[src/design/bwam_pkg.sv]
// ----------------------------------------------------------------------------
// Battery window average monitor - shared definitions
// Widths, reset values, register indexes, status codes and pipeline control.
// ----------------------------------------------------------------------------
`default_nettype none

package bwam_pkg;

    // Sample and result widths
    localparam int SAMPLE_W    = 8;
    localparam int MV_W        = 16;
    localparam int DIFF_W      = MV_W + 1;
    localparam int CFG_INDEX_W = 8;

    // Fixed rotation pack, cell 1, boost
    localparam int CHANNEL_COUNT = 3;
    localparam int CH_W          = $clog2(CHANNEL_COUNT);
    localparam logic [CH_W-1:0] CH_PACK  = CH_W'(0);
    localparam logic [CH_W-1:0] CH_CELL  = CH_W'(1);
    localparam logic [CH_W-1:0] CH_BOOST = CH_W'(2);
    localparam logic [CH_W-1:0] CH_LAST  = CH_W'(CHANNEL_COUNT - 1);

    // Samples kept per channel
    localparam int WINDOW_LEN_DEFAULT = 64;

    // Configuration register indexes
    localparam logic [CFG_INDEX_W-1:0] REG_PACK_FS  = CFG_INDEX_W'(0);
    localparam logic [CFG_INDEX_W-1:0] REG_BOOST_FS = CFG_INDEX_W'(1);
    localparam logic [CFG_INDEX_W-1:0] REG_OVER_LIM = CFG_INDEX_W'(2);
    localparam logic [CFG_INDEX_W-1:0] REG_LOW_LIM  = CFG_INDEX_W'(3);

    // Register reset values
    localparam logic [MV_W-1:0] PACK_FS_RESET  = MV_W'(9900);
    localparam logic [MV_W-1:0] BOOST_FS_RESET = MV_W'(18810);
    localparam logic [MV_W-1:0] OVER_LIM_RESET = MV_W'(4200);
    localparam logic [MV_W-1:0] LOW_LIM_RESET  = MV_W'(3300);

    // Status codes
    typedef enum logic [1:0] {
        STATUS_OK   = 2'd0,
        STATUS_OVER = 2'd1,
        STATUS_LOW  = 2'd2
    } status_t;

    // Load strobes for the scaling stages
    typedef struct packed {
        logic load_avg;
        logic load_mv;
    } pipe_ctrl_t;

endpackage

`default_nettype wire

[src/design/battery_window_average_monitor.sv]
// ----------------------------------------------------------------------------
// Battery window average monitor
// Moving average over the last WINDOW_LEN samples of three interleaved
// converter channels, scaled to millivolts, with a cell voltage check.
// ----------------------------------------------------------------------------
//  Channel   Direction  Handshake             Payload
//  in        input      in_valid / in_stall   sample
//  out       output     out_valid / out_stall pack_mv, cell_one_mv,
//                                             cell_two_mv, boost_mv, status
//  cfg       input      cfg_valid / cfg_ready cfg_index, cfg_data
//
//  One sample word is taken per clock unless in_stall; each gives one result
//  word via sum snapshot, average multiply, scale multiply and output regs.
//  Throughput is set by the running-sum update, one sample per cycle unless stalled.
//  Stages collapse bubbles, so a new word is taken while a result waits.
//  Reset clears the window chain, sums, channel pointer and all valids.
//  cfg_ready is always high; writes are expected only while idle.
// ----------------------------------------------------------------------------
`default_nettype none

module battery_window_average_monitor
#(
    parameter int WINDOW_LEN = bwam_pkg::WINDOW_LEN_DEFAULT
)
(
    input  wire logic                               clk,
    input  wire logic                               rst_n,
    // sample input
    input  wire logic                               in_valid,
    output logic                                    in_stall,
    input  wire logic [bwam_pkg::SAMPLE_W-1:0]      sample,
    // result output
    output logic                                    out_valid,
    input  wire logic                               out_stall,
    output logic      [bwam_pkg::MV_W-1:0]          pack_mv,
    output logic      [bwam_pkg::MV_W-1:0]          cell_one_mv,
    output logic signed [bwam_pkg::DIFF_W-1:0]      cell_two_mv,
    output logic      [bwam_pkg::MV_W-1:0]          boost_mv,
    output logic      [1:0]                         status,
    // configuration
    input  wire logic                               cfg_valid,
    output logic                                    cfg_ready,
    input  wire logic [bwam_pkg::CFG_INDEX_W-1:0]   cfg_index,
    input  wire logic [bwam_pkg::MV_W-1:0]          cfg_data
);

    localparam int CHN      = bwam_pkg::CHANNEL_COUNT;
    localparam int CH_W     = bwam_pkg::CH_W;
    localparam int MV_W     = bwam_pkg::MV_W;
    localparam int DIFF_W   = bwam_pkg::DIFF_W;
    localparam int SUM_W    = bwam_pkg::SAMPLE_W + $clog2(WINDOW_LEN);
    localparam int DEPTH    = CHN * WINDOW_LEN;
    localparam int SUM_MAX  = ((1 << bwam_pkg::SAMPLE_W) - 1) * WINDOW_LEN;

    // configuration registers
    logic [MV_W-1:0] pack_fs_reg;
    logic [MV_W-1:0] boost_fs_reg;
    logic [MV_W-1:0] over_lim_reg;
    logic [MV_W-1:0] low_lim_reg;

    // running state
    logic [CH_W-1:0]  ch_reg;
    logic [CH_W-1:0]  ch_next;
    logic [SUM_W-1:0] sum_reg [CHN];
    logic [SUM_W-1:0] sum_next;
    logic [bwam_pkg::SAMPLE_W-1:0] oldest;

    // pipeline
    logic             v1_reg, v2_reg, v3_reg, out_valid_reg;
    logic             ready1, ready2, ready3, ready4;
    logic             accept, adv_out;
    logic [SUM_W-1:0] snap_reg [CHN];
    logic [MV_W-1:0]  mv [CHN];
    bwam_pkg::pipe_ctrl_t pctrl;

    // output stage
    logic signed [DIFF_W-1:0] diff;
    logic signed [DIFF_W-1:0] cell_s, over_s, low_s;
    bwam_pkg::status_t        status_next;
    logic [MV_W-1:0]          pack_mv_reg, cell_one_mv_reg, boost_mv_reg;
    logic signed [DIFF_W-1:0] cell_two_mv_reg;
    bwam_pkg::status_t        status_reg;

    // ------------------------------------------------------------------
    // Configuration writes
    // ------------------------------------------------------------------
    assign cfg_ready = 1'b1;

    always_ff @(posedge clk or negedge rst_n)
    begin
        if (!rst_n)
        begin
            pack_fs_reg  <= bwam_pkg::PACK_FS_RESET;
            boost_fs_reg <= bwam_pkg::BOOST_FS_RESET;
            over_lim_reg <= bwam_pkg::OVER_LIM_RESET;
            low_lim_reg  <= bwam_pkg::LOW_LIM_RESET;
        end
        else if (cfg_valid && cfg_ready)
        begin
            unique case (cfg_index)
                bwam_pkg::REG_PACK_FS:  pack_fs_reg  <= cfg_data;
                bwam_pkg::REG_BOOST_FS: boost_fs_reg <= cfg_data;
                bwam_pkg::REG_OVER_LIM: over_lim_reg <= cfg_data;
                bwam_pkg::REG_LOW_LIM:  low_lim_reg  <= cfg_data;
                default: ;
            endcase
        end
    end

    // ------------------------------------------------------------------
    // Handshake and stage advance
    // ------------------------------------------------------------------
    assign ready4   = !out_valid_reg || !out_stall;
    assign ready3   = !v3_reg || ready4;
    assign ready2   = !v2_reg || ready3;
    assign ready1   = !v1_reg || ready2;
    assign accept   = in_valid && ready1;
    assign in_stall = !ready1;
    assign adv_out  = v3_reg && ready4;
    assign pctrl.load_avg = v1_reg && ready2;
    assign pctrl.load_mv  = v2_reg && ready3;

    always_ff @(posedge clk or negedge rst_n)
    begin
        if (!rst_n)
        begin
            v1_reg        <= 1'b0;
            v2_reg        <= 1'b0;
            v3_reg        <= 1'b0;
            out_valid_reg <= 1'b0;
        end
        else
        begin
            if (accept)
                v1_reg <= 1'b1;
            else if (pctrl.load_avg)
                v1_reg <= 1'b0;

            if (pctrl.load_avg)
                v2_reg <= 1'b1;
            else if (pctrl.load_mv)
                v2_reg <= 1'b0;

            if (pctrl.load_mv)
                v3_reg <= 1'b1;
            else if (adv_out)
                v3_reg <= 1'b0;

            if (adv_out)
                out_valid_reg <= 1'b1;
            else if (!out_stall)
                out_valid_reg <= 1'b0;
        end
    end

    // ------------------------------------------------------------------
    // Window chain: the far end leaves the current channel's sum
    // ------------------------------------------------------------------
    bwam_chain #(.DEPTH(DEPTH)) u_chain
    (
        .clk       (clk),
        .rst_n     (rst_n),
        .shift_en  (accept),
        .sample_in (sample),
        .oldest    (oldest)
    );

    // ------------------------------------------------------------------
    // Running sums and channel rotation
    // ------------------------------------------------------------------
    assign sum_next = sum_reg[ch_reg] - SUM_W'(oldest) + SUM_W'(sample);
    assign ch_next  = (ch_reg == bwam_pkg::CH_LAST) ? bwam_pkg::CH_PACK
                                                    : ch_reg + CH_W'(1);

    always_ff @(posedge clk or negedge rst_n)
    begin
        if (!rst_n)
        begin
            ch_reg <= bwam_pkg::CH_PACK;
            for (int i = 0; i < CHN; i++)
                sum_reg[i] <= '0;
        end
        else if (accept)
        begin
            ch_reg          <= ch_next;
            sum_reg[ch_reg] <= sum_next;
        end
    end

    // snapshot of all sums after this word
    always_ff @(posedge clk)
    begin
        if (accept)
        begin
            for (int i = 0; i < CHN; i++)
                snap_reg[i] <= (CH_W'(i) == ch_reg) ? sum_next : sum_reg[i];
        end
    end

    // ------------------------------------------------------------------
    // Average and millivolt scaling per channel
    // ------------------------------------------------------------------
    bwam_scale #(.WINDOW_LEN(WINDOW_LEN), .SUM_W(SUM_W)) u_scale_pack
    (
        .clk        (clk),
        .ctrl       (pctrl),
        .sum        (snap_reg[bwam_pkg::CH_PACK]),
        .full_scale (pack_fs_reg),
        .mv         (mv[bwam_pkg::CH_PACK])
    );

    bwam_scale #(.WINDOW_LEN(WINDOW_LEN), .SUM_W(SUM_W)) u_scale_cell
    (
        .clk        (clk),
        .ctrl       (pctrl),
        .sum        (snap_reg[bwam_pkg::CH_CELL]),
        .full_scale (pack_fs_reg),
        .mv         (mv[bwam_pkg::CH_CELL])
    );

    bwam_scale #(.WINDOW_LEN(WINDOW_LEN), .SUM_W(SUM_W)) u_scale_boost
    (
        .clk        (clk),
        .ctrl       (pctrl),
        .sum        (snap_reg[bwam_pkg::CH_BOOST]),
        .full_scale (boost_fs_reg),
        .mv         (mv[bwam_pkg::CH_BOOST])
    );

    // ------------------------------------------------------------------
    // Cell 2 and status; over voltage takes priority
    // ------------------------------------------------------------------
    assign cell_s = $signed({1'b0, mv[bwam_pkg::CH_CELL]});
    assign over_s = $signed({1'b0, over_lim_reg});
    assign low_s  = $signed({1'b0, low_lim_reg});
    assign diff   = $signed({1'b0, mv[bwam_pkg::CH_PACK]}) - cell_s;

    always_comb
    begin
        if (cell_s > over_s || diff > over_s)
            status_next = bwam_pkg::STATUS_OVER;
        else if (cell_s < low_s || diff < low_s)
            status_next = bwam_pkg::STATUS_LOW;
        else
            status_next = bwam_pkg::STATUS_OK;
    end

    always_ff @(posedge clk)
    begin
        if (adv_out)
        begin
            pack_mv_reg     <= mv[bwam_pkg::CH_PACK];
            cell_one_mv_reg <= mv[bwam_pkg::CH_CELL];
            cell_two_mv_reg <= diff;
            boost_mv_reg    <= mv[bwam_pkg::CH_BOOST];
            status_reg      <= status_next;
        end
    end

    assign out_valid   = out_valid_reg;
    assign pack_mv     = pack_mv_reg;
    assign cell_one_mv = cell_one_mv_reg;
    assign cell_two_mv = cell_two_mv_reg;
    assign boost_mv    = boost_mv_reg;
    assign status      = status_reg;

    // ------------------------------------------------------------------
    // Checks
    // ------------------------------------------------------------------
    // rotation steps once per word taken
    a_rotation: assert property (@(posedge clk) disable iff (!rst_n)
        accept |=> ch_reg == (($past(ch_reg) == bwam_pkg::CH_LAST) ?
                              bwam_pkg::CH_PACK : $past(ch_reg) + CH_W'(1)))
        else $error("channel pointer did not advance");

    // a sum never exceeds a full window of full-code samples
    a_sum_bound: assert property (@(posedge clk) disable iff (!rst_n)
        sum_reg[bwam_pkg::CH_PACK] <= SUM_W'(SUM_MAX) &&
        sum_reg[bwam_pkg::CH_CELL] <= SUM_W'(SUM_MAX) &&
        sum_reg[bwam_pkg::CH_BOOST] <= SUM_W'(SUM_MAX))
        else $error("running sum out of range");

    // a full, stalled pipeline takes no word
    a_full_stall: assert property (@(posedge clk) disable iff (!rst_n)
        (out_valid_reg && out_stall && v1_reg && v2_reg && v3_reg) |-> in_stall)
        else $error("word taken into a full pipeline");

    // cell 2 agrees with the two reported cells
    a_cell_two: assert property (@(posedge clk) disable iff (!rst_n)
        out_valid_reg |-> cell_two_mv_reg ==
            $signed({1'b0, pack_mv_reg}) - $signed({1'b0, cell_one_mv_reg}))
        else $error("cell 2 mismatch");

endmodule

`default_nettype wire

[src/design/bwam_cell.sv]
// ----------------------------------------------------------------------------
// Window cell
// Holds one sample byte and passes it to the next cell on every word taken.
// ----------------------------------------------------------------------------
`default_nettype none

module bwam_cell
(
    input  wire logic                           clk,
    input  wire logic                           rst_n,
    input  wire logic                           shift_en,
    input  wire logic [bwam_pkg::SAMPLE_W-1:0]  d,
    output logic      [bwam_pkg::SAMPLE_W-1:0]  q
);

    logic [bwam_pkg::SAMPLE_W-1:0] data_reg;

    // window starts out all zero
    always_ff @(posedge clk or negedge rst_n)
    begin
        if (!rst_n)
        begin
            data_reg <= '0;
        end
        else if (shift_en)
        begin
            data_reg <= d;
        end
    end

    assign q = data_reg;

endmodule

`default_nettype wire

[src/design/bwam_chain.sv]
// ----------------------------------------------------------------------------
// Window chain
// Row of cells holding the last DEPTH samples of the interleaved stream; the
// far end is the sample that leaves the running sum.
// ----------------------------------------------------------------------------
`default_nettype none

module bwam_chain
#(
    parameter int DEPTH = bwam_pkg::CHANNEL_COUNT * bwam_pkg::WINDOW_LEN_DEFAULT
)
(
    input  wire logic                           clk,
    input  wire logic                           rst_n,
    input  wire logic                           shift_en,
    input  wire logic [bwam_pkg::SAMPLE_W-1:0]  sample_in,
    output logic      [bwam_pkg::SAMPLE_W-1:0]  oldest
);

    logic [bwam_pkg::SAMPLE_W-1:0] tap [DEPTH+1];

    assign tap[0] = sample_in;

    // one cell per stored sample
    for (genvar i = 0; i < DEPTH; i++)
    begin : g_cell
        bwam_cell u_cell
        (
            .clk      (clk),
            .rst_n    (rst_n),
            .shift_en (shift_en),
            .d        (tap[i]),
            .q        (tap[i+1])
        );
    end

    assign oldest = tap[DEPTH];

endmodule

`default_nettype wire

[src/design/bwam_scale.sv]
// ----------------------------------------------------------------------------
// Channel scaler
// Two registered stages: window average by reciprocal multiply, then average
// times full-scale millivolts shifted right 8.
// ----------------------------------------------------------------------------
`default_nettype none

module bwam_scale
#(
    parameter int WINDOW_LEN = bwam_pkg::WINDOW_LEN_DEFAULT,
    parameter int SUM_W      = bwam_pkg::SAMPLE_W + $clog2(WINDOW_LEN)
)
(
    input  wire logic                       clk,
    input  wire bwam_pkg::pipe_ctrl_t       ctrl,
    input  wire logic [SUM_W-1:0]           sum,
    input  wire logic [bwam_pkg::MV_W-1:0]  full_scale,
    output logic      [bwam_pkg::MV_W-1:0]  mv
);

    // ceil(2^K / N) with K = SUM_W + clog2(N) gives an exact floor for all sums
    localparam int DIV_SHIFT = SUM_W + $clog2(WINDOW_LEN);
    localparam int RECIP_W   = SUM_W + 1;
    localparam int PROD_W    = SUM_W + RECIP_W;
    localparam longint unsigned RECIP_VAL =
        ((64'd1 << DIV_SHIFT) + 64'(WINDOW_LEN) - 64'd1) / 64'(WINDOW_LEN);
    localparam logic [RECIP_W-1:0] RECIP = RECIP_W'(RECIP_VAL);
    localparam int SCALE_W = bwam_pkg::SAMPLE_W + bwam_pkg::MV_W;

    logic [PROD_W-1:0]              quot_prod;
    logic [bwam_pkg::SAMPLE_W-1:0]  avg_reg;
    logic [SCALE_W-1:0]             scale_prod;
    logic [bwam_pkg::MV_W-1:0]      mv_reg;

    // average of the window
    assign quot_prod = PROD_W'(sum) * PROD_W'(RECIP);

    always_ff @(posedge clk)
    begin
        if (ctrl.load_avg)
        begin
            avg_reg <= quot_prod[DIV_SHIFT +: bwam_pkg::SAMPLE_W];
        end
    end

    // millivolts, truncated
    assign scale_prod = SCALE_W'(avg_reg) * SCALE_W'(full_scale);

    always_ff @(posedge clk)
    begin
        if (ctrl.load_mv)
        begin
            mv_reg <= scale_prod[bwam_pkg::SAMPLE_W +: bwam_pkg::MV_W];
        end
    end

    assign mv = mv_reg;

endmodule

`default_nettype wire
[config.mk]
export PLATFORM = sky130hd
export DESIGN_NAME = battery_window_average_monitor
export DESIGN_NICKNAME = d
export VERILOG_FILES = /design/src/design/bwam_pkg.sv /design/src/design/battery_window_average_monitor.sv /design/src/design/bwam_cell.sv /design/src/design/bwam_chain.sv /design/src/design/bwam_scale.sv
export SDC_FILE = /design/constraint.sdc
export NUM_CORES = 2
export LEC_CHECK = 0
export ABC_AREA = 1
export CAP_MARGIN = 10
export CELL_PAD_IN_SITES_DETAIL_PLACEMENT = 2
export CELL_PAD_IN_SITES_GLOBAL_PLACEMENT = 2
export CORE_UTILIZATION = 41
export CTS_CLUSTER_SIZE = 40
export DETAILED_ROUTE_END_ITERATION = 6
export DONT_BUFFER_PORTS = 1
export GPL_ROUTABILITY_DRIVEN = 0
export GPL_TIMING_DRIVEN = 0
export MAX_ROUTING_LAYER = met4
export PLACE_DENSITY_LB_ADDON = 0.1
export SYNTH_ARGS = -nofsm -noshare
export SYNTH_HDL_FRONTEND = slang
export SYNTH_SLANG_ARGS = --single-unit
export TNS_END_PERCENT = 1
[constraint.sdc]
create_clock -name clk -period 6.2 [get_ports clk]
set_input_delay 0.31 -clock clk [delete_from_list [all_inputs] [get_ports clk]]
set_output_delay 0.31 -clock clk [all_outputs]
set_load 0.02 [all_outputs]
# == Yosys cells after proc, flatten, opt, wreduce, memory -nomap -nowiden ==
# Memory sizes are Yosys's and may differ from the RTL's. A register that Yosys moved wholly into a read port is not among the register bits.
# Index checks and enable logic that the tools add are counted.
# totals
inputBits,37
ramBits,42
memories,1
word_cells,281
reg_bits,1763
out_inout_bits,70
# memory_table
name,depth,width,read_ports,rd_ports_with_merged_regs,wr,line_no,text
snap_reg,3,14,3,3,3,battery_window_average_monitor.sv:72,logic [SUM_W-1:0] snap_reg [CHN];
# op_classes
bitwise_logic,1
n_mul,3
addsub,4
muxes,21
reduce_logical,26
eq_ne,7
order_cmp,6
# op_table
operator,n
$mux W14,6
$mul A8 B16 Y24,3
$bwmux W42,1
$bmux W14 S2,1
$demux W14 S2,1
$gt A17 B17 Y1,1
$lt A17 B17 Y1,1
$sub A16 B16 Y17,1
$eq A8 B2 Y1 const B,2
$gt A16 B16 Y1,1
$lt A16 B16 Y1,1
$add A14 B8 Y14,1
$sub A14 B8 Y14,1
$mux W1,10
$eq A8 B1 Y1 const B,1
$logic_not A8 Y1,1
$reduce_and A2 Y1,4
$logic_not A1 Y1,6
$logic_or A1 B1 Y1,6
$reduce_bool A2 Y1,3
$logic_and A1 B1 Y1,5
$mux W2,2
$ge A3 B3 Y1 const B,1
$lt A3 B1 Y1 const B,1
7 further kinds,7

# == Logic depth before layout (Yosys ltp) ==
# logic_depth
ltp_word,8
ltp_mapped,24
depth_no_buf,24

# == Cells and area by module ==
# From an unflattened synthesis, not the netlist that was laid out.
# hier_totals
cells_unflattened,9722
area_unflattened_um2,85462.0
# modules_own_cells
module,n_inst,seq_area_each_um2,cells_per_inst,area_per_inst_um2
bwam_cell,192,200.2,34,305.3
battery_window_average_monitor,1,6107.1,1160,11523.6
bwam_scale (u_scale_pack),1,720.7,689,5134.9
bwam_scale (u_scale_boost),1,720.7,673,5094.9
bwam_scale (u_scale_cell),1,720.7,672,5092.4

# == Worst setup path after synthesis ==
# Ideal clock, no wire load.
# synth_timing
path_type,register to register
from,reg pack_fs_reg[7]
to,"reg u_scale_cell.mv_reg (netlist bit u_scale_cell.mv[10]), data pin"
setup_ps,259
path_slack_ps,1472
required_ps,5941
period_less_slack_ps,4728
arrival_time_ps,4469
stages_incl_launch_ff,20
cell_sequence,dfstp_2 clkbuf_1 clkbuf_1 nand2_1 inv_1 fa_1 fa_1 fa_1 inv_1 fa_1 inv_1 ha_1 a21oi_1 o21ai_0 a21o_1 a21oi_1 inv_1 nand2_1 nand2_1 xor2_1
# synth_between
elab_chain_len,1
# synth_lines
element,line_no,text
from (decl),battery_window_average_monitor.sv:56,logic [MV_W-1:0] pack_fs_reg;
from (signal assigned),battery_window_average_monitor.sv:93,pack_fs_reg <= bwam_pkg::PACK_FS_RESET;
from (signal assigned),battery_window_average_monitor.sv:101,bwam_pkg::REG_PACK_FS: pack_fs_reg <= cfg_data;
$mul A8 B16 Y24,bwam_scale.sv:47,assign scale_prod = SCALE_W'(avg_reg) * SCALE_W'(full_scale);
named net u_scale_cell.scale_prod[18],bwam_scale.sv:32,logic [SCALE_W-1:0] scale_prod;
to (signal assigned),bwam_scale.sv:53,mv_reg <= scale_prod[bwam_pkg::SAMPLE_W +: bwam_pkg::MV_W];
to (decl),bwam_scale.sv:33,logic [bwam_pkg::MV_W-1:0] mv_reg;
# The timed path passes the listed nets, and every way through them passes these cells.
# A chain may end at the register's enable or synchronous reset.

# == Worst setup path after layout ==
# layout_timing
from,reg pack_fs_reg[10]
to,"reg u_scale_cell.mv_reg (netlist bit u_scale_cell.mv[14]), data pin"
# Same word-level chain as after synthesis.

==> results.sh <==
export IMPL_synth_nets=9284
export IMPL_maxSlewViolCount=0
export IMPL_numCtsBuffers=200
export IMPL_cts_htree_levels=4
export IMPL_clock_latency_ns=0.83
export IMPL_worstPathRequired_ns=6.74
export IMPL_postSynth_asyncResetShare_pct=91.0
export IMPL_die_area_um2=202000
export IMPL_arrival_ns=6.50
export IMPL_finalClockSkew_ns=0.0499
export IMPL_grt_pass1_vias=69500
export IMPL_route_detailed_drc=0
export IMPL_syn2layout_area_growth_pct=13.1
export IMPL_final_cell_mix="nand2_1, dfrtp_1, inv_1"
export IMPL_vias=59800
export IMPL_synth_top_area_share_pct=49.5
export IMPL_nets=9537
export IMPL_grt_pass1_wl_um=384000
export IMPL_postCtsSetupRepairBufs=0
export IMPL_io_buffers=0
export IMPL_hold_ws_ns=0.153
export IMPL_synthCells=8774
export IMPL_avgSynthCellArea_um2=9.35
export IMPL_ys_seq_area_share_pct=56.3
export IMPL_ys_ff_latch=1811
export IMPL_ys_types=51
export IMPL_pre_cts_ws_ns=0.110
export IMPL_maxCapViolCount=0
export IMPL_drt_iter0_drc=3068
export IMPL_first_pass_iters=7
export IMPL_synthFlopType="dfrtp_1"
export IMPL_largest_register_ff_count=1536
export IMPL_setup_violations=0
export IMPL_io_pins=107
export IMPL_die_h_um=449
export IMPL_wirelength_um=232000
export IMPL_final_util_pct=46.8
export IMPL_outcome="finished clean"
export IMPL_antenna_found_initial=2
export IMPL_crit_chain="clkbuf_1 > clkbuf_2 > nand2_1 > inv_1 > fa_1 > fa_1 > fa_1 > inv_1 > fa_1 > inv_1 > ha_1 > a21oi_1 > o21ai_0 > a21o_1 > a21oi_1 > o21ai_0 > xor2_1"
export IMPL_routed_via_density=5.05
export IMPL_core_um2=198000
export IMPL_multiInputGateArea_um2=27700
export IMPL_clock_fmax_mhz=168
export IMPL_routedWlPerCell_um=19.6
export IMPL_hpwlAfterDp_um=155000
export IMPL_yosysTopAreaCell="dfrtp_1"
export IMPL_yosysWarnings=0
export IMPL_vdd_drop_max_mv=0.294
export IMPL_regArea_um2=46200
export IMPL_grt_overflow_total=0
export IMPL_num_rows=163
export IMPL_crit_type="register to register"
export IMPL_grtUsageTotal_pct=24.2
export IMPL_start_util_pct=41.4
export IMPL_grt_max_degree=1649
export IMPL_cts_clk_slew_worst_paths_ns=0.06
export IMPL_finalSetupTns_ns=0
export IMPL_cpMaxStageDelayCell="fa_1"
export IMPL_crit_fanout=10
export IMPL_final_period_utilization_pct=96.0
export IMPL_synth_area_um2=82000
export IMPL_clock_sinks=1811
export IMPL_grt_setup_unrepaired="no"
export IMPL_power_density_nw_per_um2=412
export IMPL_crit_top_cell="fa_1"
export IMPL_synth_area_leaders="dfrtp_1, nand2_1, o21ai_0, inv_1, fa_1"
export IMPL_max_slew_worst_pin_slew_ns=1.12
export IMPL_clock_path_buffers=3
export IMPL_die_w_um=449
export IMPL_critPathMaxStageDelay_ns=0.58
export IMPL_root_buffer="clkbuf_16"
export IMPL_drtAntennaViolNets=0
export IMPL_hold_viol=0
export IMPL_crit_path_end_kind="register"
export IMPL_cts_tree="done"
export IMPL_final_common_cell="nand2_1"
export IMPL_fillers=21100
export IMPL_min_path_type="primary input to async pin"
export IMPL_synth_edf_count=163
export IMPL_p_leak_nw=45.6
export IMPL_start_kind="register"
export IMPL_period_needed_ns=5.95
export IMPL_timing_slew_headroom_pct=25.3
export IMPL_fin_ws_ns=0.247
export IMPL_drive_gt1_share_pct=6.43
==> report_power, final <==
part / internal (W) / total [W] / switching (W)
clock: 0.00705 / 0.0121 / 0.00503
combinational: 0.00279 / 0.00901 / 0.00622
sequential: 0.0154 / 0.0172 / 0.00175
total: 0.0252 / 0.0382 / 0.0130
==> repair_timing <==
action / CTS / global route
endpoints found under the hold margin: 1765 / 669
resized for setup: 0 / 14
hold buffers: 37 / 2
setup endpoints to repair: 0 / 2
==> Yosys cell counts, drive strengths merged (26+ instances only) <==
cell type and n:
xor2 43, fa 258, xnor2 26, edfxtp 163
nand2 2293, a21oi 123, ha 215, o21ai 1712
nand3 60, inv 1579, buf 214, dfrtp 1623
nor2 84, clkbuf 240
==> worst max-delay path, delay by kind of cell, from the launching register on <==
family	cells	cell delay, ns
AOI/OAI and AO/OA	5	1.33
xor gates and xnor gates	1	0.21
adders and majority gates	5	2.40
buffers and inverters	5	1.15
DFF	1	0.51
and+or+nand+nor	1	0.08
==> per-layer routing <==
metal	track usage, %	part of all wire (%)	vias up
li1	-	-	27600
met1	30.6	45	31200
met2	41.1	50	663
met3	2.75	2.4	353
met4	6.38	2.5	0
met5	-	0	-
==> cell type report <==
type                       count  share of cell area [%]
antenna                        1                 0.00270
buffer                       454                    2.37
clock buffer                 299                    6.42
clock inverter                67                   0.800
inverter                    1580                    6.40
multi-input combinational   4929                    29.9
sequential                  1811                    49.8
tap                         2640                    3.56
timing repair buffer          51                   0.766
==> cells by family (layout without fill, tap and decap cells) <==
logic type	Yosys count	in the layout	share of synthesized area, %
XOR/XNOR	69	69	0.737
AND/OR/NAND/NOR	2486	2486	11.7
buffers and inverters	2034	2451	9.90
other	1	2	0.00457
adder cells (fa/ha/maj)	473	473	9.58
flip-flops	1811	1811	56.3
AO/OA/AOI/OAI	1900	1900	11.8
==> final timing paths <==
path / startpoint / end / slack, ns / cells after the start
setup / recovery: pack_fs_reg[10] / u_scale_cell.mv[14] / 0.25 / 17
hold / removal: rst_n / u_chain.g_cell[47].u_cell.q[3] / 0.15 / 2
setup reg to reg: pack_fs_reg[10] / u_scale_cell.mv[14] / 0.25 / 17
hold reg to reg: snap_reg[0][20] / u_scale_cell.avg_reg[0] / 0.42 / 0
max in group asynchronous: rst_n / u_chain.g_cell[163].u_cell.q[2] / 2.77 / 5
min in group clk: sample[1] / sum_reg[15] / 0.16 / 4
==> per-stage QoR <==
step           total power [W]  instance area, µm²  cells
2_1_floorplan           0.0225               82000   8774
3_3_place_gp            0.0252               85300  11400
3_5_place_dp            0.0260               85400  11400
4_1_cts                 0.0385               92500  11800
5_1_grt                 0.0407               92700  11800
6_report                0.0382               92700  11800
Note: power is estimated with default switching activity, not from simulation.
